File: src/rtl/cme_ram.sv
module cme_ram #(
   parameter int WIDTH = 16,
   parameter int DEPTH = 8
) (
   input  logic                     clock,
   input  logic                     we,
   input  logic [$clog2(DEPTH)-1:0] waddr,
   input  logic [WIDTH-1:0]         wdata,
   input  logic [$clog2(DEPTH)-1:0] raddr,
   output logic [WIDTH-1:0]         rdata
);
   logic [WIDTH-1:0] mem [DEPTH];
   logic [WIDTH-1:0] rdata_ff;

   always_ff @(posedge clock) begin
      if (we) begin
         mem[waddr] <= wdata;
      end
      rdata_ff <= mem[raddr];
   end

   assign rdata = rdata_ff;
endmodule

File: config.mk
export PLATFORM = sky130hd
export DESIGN_NAME = cme_ram
export DESIGN_NICKNAME = d
export VERILOG_FILES = /design/src/rtl/cme_ram.sv
export SDC_FILE = /design/constraint.sdc
export NUM_CORES = 1
export LEC_CHECK = 0
export BUFFER_PORTS_ARGS = -buffer_cell sky130_fd_sc_hd__buf_2
export CORE_MARGIN = 5
export CORE_UTILIZATION = 60
export DETAILED_ROUTE_END_ITERATION = 10
export PLACE_DENSITY_LB_ADDON = 0.05
export SLEW_MARGIN = 25
export SYNTH_ARGS = -nofsm -noshare
export SYNTH_HDL_FRONTEND = slang
export SYNTH_SLANG_ARGS = --single-unit
File: constraint.sdc
create_clock -name clock -period 4.31 [get_ports clock]
set_input_delay 0.431 -clock clock [delete_from_list [all_inputs] [get_ports clock]]
set_output_delay 0.431 -clock clock [all_outputs]
set_load 0.05 [all_outputs]
# --- Yosys cells after proc, flatten, opt, wreduce, memory -nomap -nowiden ---
# Memory sizes are Yosys's and may differ from the RTL's. A register that Yosys moved wholly into a read port is not among the register bits.
# Cells that the tools add are included.
totals:
  register_bits: 0
  inputBits: 24
  ramBits: 128
  latch_bits: 0
  n_memories: 1
  mem_bits_ro: 0
classes:
  bitwise: 0
  n_mux: 2
  shifts: 0
  n_eq_ne: 0
  order_cmp: 0
  n_mul: 0
  div: 0
  addsub: 0
  n_reduce_logical: 0
mem_list:
  columns: ["name", "depth", "word_bits", "rd", "rd_ports_with_merged_regs", "write_ports", "line_no", "source"]
  rows:
  - ["mem", 8, 16, 1, 1, 1, "12", "logic [WIDTH-1:0] mem [DEPTH];"]
ops:
  columns: ["operator", "count"]
  rows:
  - ["two-way mux 1 bit", 2]

# --- Logic depth before layout (Yosys ltp) ---
logic_depth:
  word_depth: 2
  mapped_depth: 4
  mapped_depth_nobuf: 2

# --- Least setup slack after synthesis ---
# Ideal clock, no wire load.
synth_timing:
  path_kind: "input to register"
  from: "input waddr[2]"
  to: "memory mem[0][0] (enable)"
  path_buffers: 0
  path_stages: 2
  setup_ps: 409
  slack_ps: 2156
  t_arrival_ps: 1744
  cell_sequence: "nand2b_1 > nor3_1"
synth_lines:
  columns: ["element", "line_no", "source"]
  rows:
  - ["start, declared", "7", "input logic [$clog2(DEPTH)-1:0] waddr,"]
  - ["end, declared", "12", null]
# Straight into the memory's write port.

==> results.json <==
{
  "dp_cells": 360,
  "hp-class": "in -> reg",
  "grt_max_degree": 33,
  "cp_top_family": "multiplexers",
  "power.leakage_nw": 2.18,
  "flow.area_growth_from_synthesis_pct": 17.1,
  "die_w_microns": 104,
  "grt_overflow_total": 0,
  "port_bufs": 39,
  "num-fill-cells": 531,
  "syn-num-nets": 238,
  "clock_latency_on_the_worst_skew_pair_ns": 0.50,
  "antenna_violating_nets_post_route": 0,
  "hold_path_depth": 1,
  "finalWeightedCongestion": 0.649,
  "drc_errors": 0,
  "synth_area_sq_um": 5290,
  "result_of_the_run": "completed",
  "groute.usage.overall": 0.172,
  "cts_hold_buffers": 0,
  "cp-start-kind": "primary input",
  "placementRows": 34,
  "timing.reg2reg.setup_slack_ns": 3.03,
  "crit_path_max_incr_delay_ns": 0.70,
  "root_driver": "clkbuf_8",
  "fmaxAchievable_mhz": 583,
  "cts_max_level": 4,
  "num_vias": 2244,
  "period_minus_slack_ns": 1.72,
  "top_level_ports": 40,
  "worst_setup_hold_path_clk_slew_ns": 0.06,
  "register_area_share_after_synthesis": 0.787,
  "num_cts_buffers": 17,
  "ys_top_cells_by_area": "edfxtp_1 73%, mux4_1 14%, dfxtp_1 6.1%",
  "arrival_ns": 2.10,
  "first_pass_iters": 4,
  "initial_utilization": 0.610,
  "ys_seq_elements": 144,
  "holdWs_ns": 0.189,
  "maxcap_viol_count": 0,
  "rr_startpoint": "mem[1][11]",
  "yosys_warnings": 0,
  "dr_iter_0_viols": 97,
  "finalCritPeriodShare": 0.398,
  "final_hold_violation_count": 0,
  "wirelength_routed_mm": 8.50,
  "worst_ir_drop_vdd_mv": 0.311,
  "chipHeight_microns": 104,
  "post_drt_wl_per_cell_microns": 21.7,
  "numClockSinks": 144,
  "final_layout_size_suffix_gt1_frac": 0.335,
  "worstPathCellList": "buf_2, mux4_1, mux2_2",
  "critical_path_buf_inv_count": 1,
  "tritoncts_clock_tree": "built",
  "most-common-layout-cells": "128 x edfxtp_1, 39 x buf_2, 28 x mux4_1",
  "finalMaxSlewViolations": 0,
  "worstMarginPinSlew_ns": 0.936,
  "number_of_antenna_violations_at_the_first_check_in_global_routing": 0,
  "worstPathMaxFanout": 32,
  "setup_viol_count_final": 0,
  "cts_resized": 0,
  "placeableCoreArea_sq_um": 8680,
  "cpMaxStageDelayCell": "buf_2",
  "first_global_vias": 2458,
  "skew_ns": 0.00650,
  "fin_cells": 392,
  "fin_nets": 295,
  "num_antenna_cells": 0,
  "whs_endpoint": "mem[6][8]",
  "utilization": 0.714,
  "synth_top_area_cell": "edfxtp_1",
  "avgSynthCellArea_sq_um": 24.7,
  "rsz_0062_raised_after_global_routing": "no",
  "synth.lib_cells_used.distinct": 12,
  "worst_r2r_end": "rdata[11]",
  "clk_path_buf_depth": 2,
  "totalPowerFinal_mw": 3.15,
  "dp_hpwl_mm": 4.49,
  "via_per_inst": 5.72,
  "power_density_nw_per_um2": 509,
  "holdCritStartpoint": "wdata[8]",
  "final_common_cell": "edfxtp_1",
  "fp.dieArea_sq_um": 10800,
  "synthesis.instances": 214,
  "worst_slew_margin_rel": 0.376,
  "setup_total_negative_slack_ns": 0,
  "ff2ff_path_depth": 2,
  "postCtsSetupRepairBufs": 0,
  "worstPathRequired_ns": 4.70,
  "critPathKind": "in -> reg",
  "endpoint_kind": "register",
  "wire_length_of_the_first_global_routing_pass_mm": 13.4,
  "synth_largest_type_area_fraction": 0.726
}
-- logic make-up (layout without fill, tap and decap cells) --
group	after synthesis	after routing	synth area share
buffers and inverters	9	79	0.0123
DFF	144	144	0.787
muxes	48	48	0.190
and+or+nand+nor	13	13	0.0111
-- worst max path at each step --
stage                  start        end  cells past startpoint
detailed placement  raddr[0]   rdata[7]                      3
CTS                 raddr[0]   rdata[7]                      3
finish              raddr[0]   rdata[7]                      3
global placement    raddr[0]   rdata[9]                      3
floorplan           waddr[2]  mem[0][0]                      2
global route        raddr[0]   rdata[3]                      3
-- per-layer routing --
metal  global-route usage  share of wire
met5                    0              0
met1                0.224           0.43
met3               0.0583          0.046
met4               0.0527         0.0076
met2                0.276           0.51
-- stage by stage --
stage                     cell area (sq um)  setup slack, ns
after floorplan                        5290             2.16
after global placement                 5630             2.08
after detailed placement               5630             2.04
after CTS                              6200             2.56
after global routing                   6200             2.54
final                                  6200             2.59
-- state kept, by name, indices dropped and copies added (netlist names) --
name / count
rdata: 16
mem: 128
-- synth_stat cells (all sizes together) --
cell / count
nor3: 2
dfxtp: 16
mux2: 16
nand2b: 3
nand2: 2
nor2: 6
clkbuf: 1
mux4: 32
buf: 8
edfxtp: 128
-- final cells by class --
class | instances | area, sq um | share of cell area
Clock inverter | 5 | 78.8 | 0.0127
Tap cell | 108 | 135 | 0.0218
Multi-Input combinational cell | 61 | 1070 | 0.173
Sequential cell | 144 | 4160 | 0.672
Timing Repair Buffer | 47 | 255 | 0.0412
Clock buffer | 27 | 492 | 0.0793
-- where the power goes --
group | internal (mW) | leakage, nW | switching, mW
registers | 1.58 | 1.30 | 0.0119
logic | 0.0699 | 0.603 | 0.125
clock network | 0.884 | 0.280 | 0.485
total | 2.53 | 2.18 | 0.621
(Power assumes the default switching activity.)
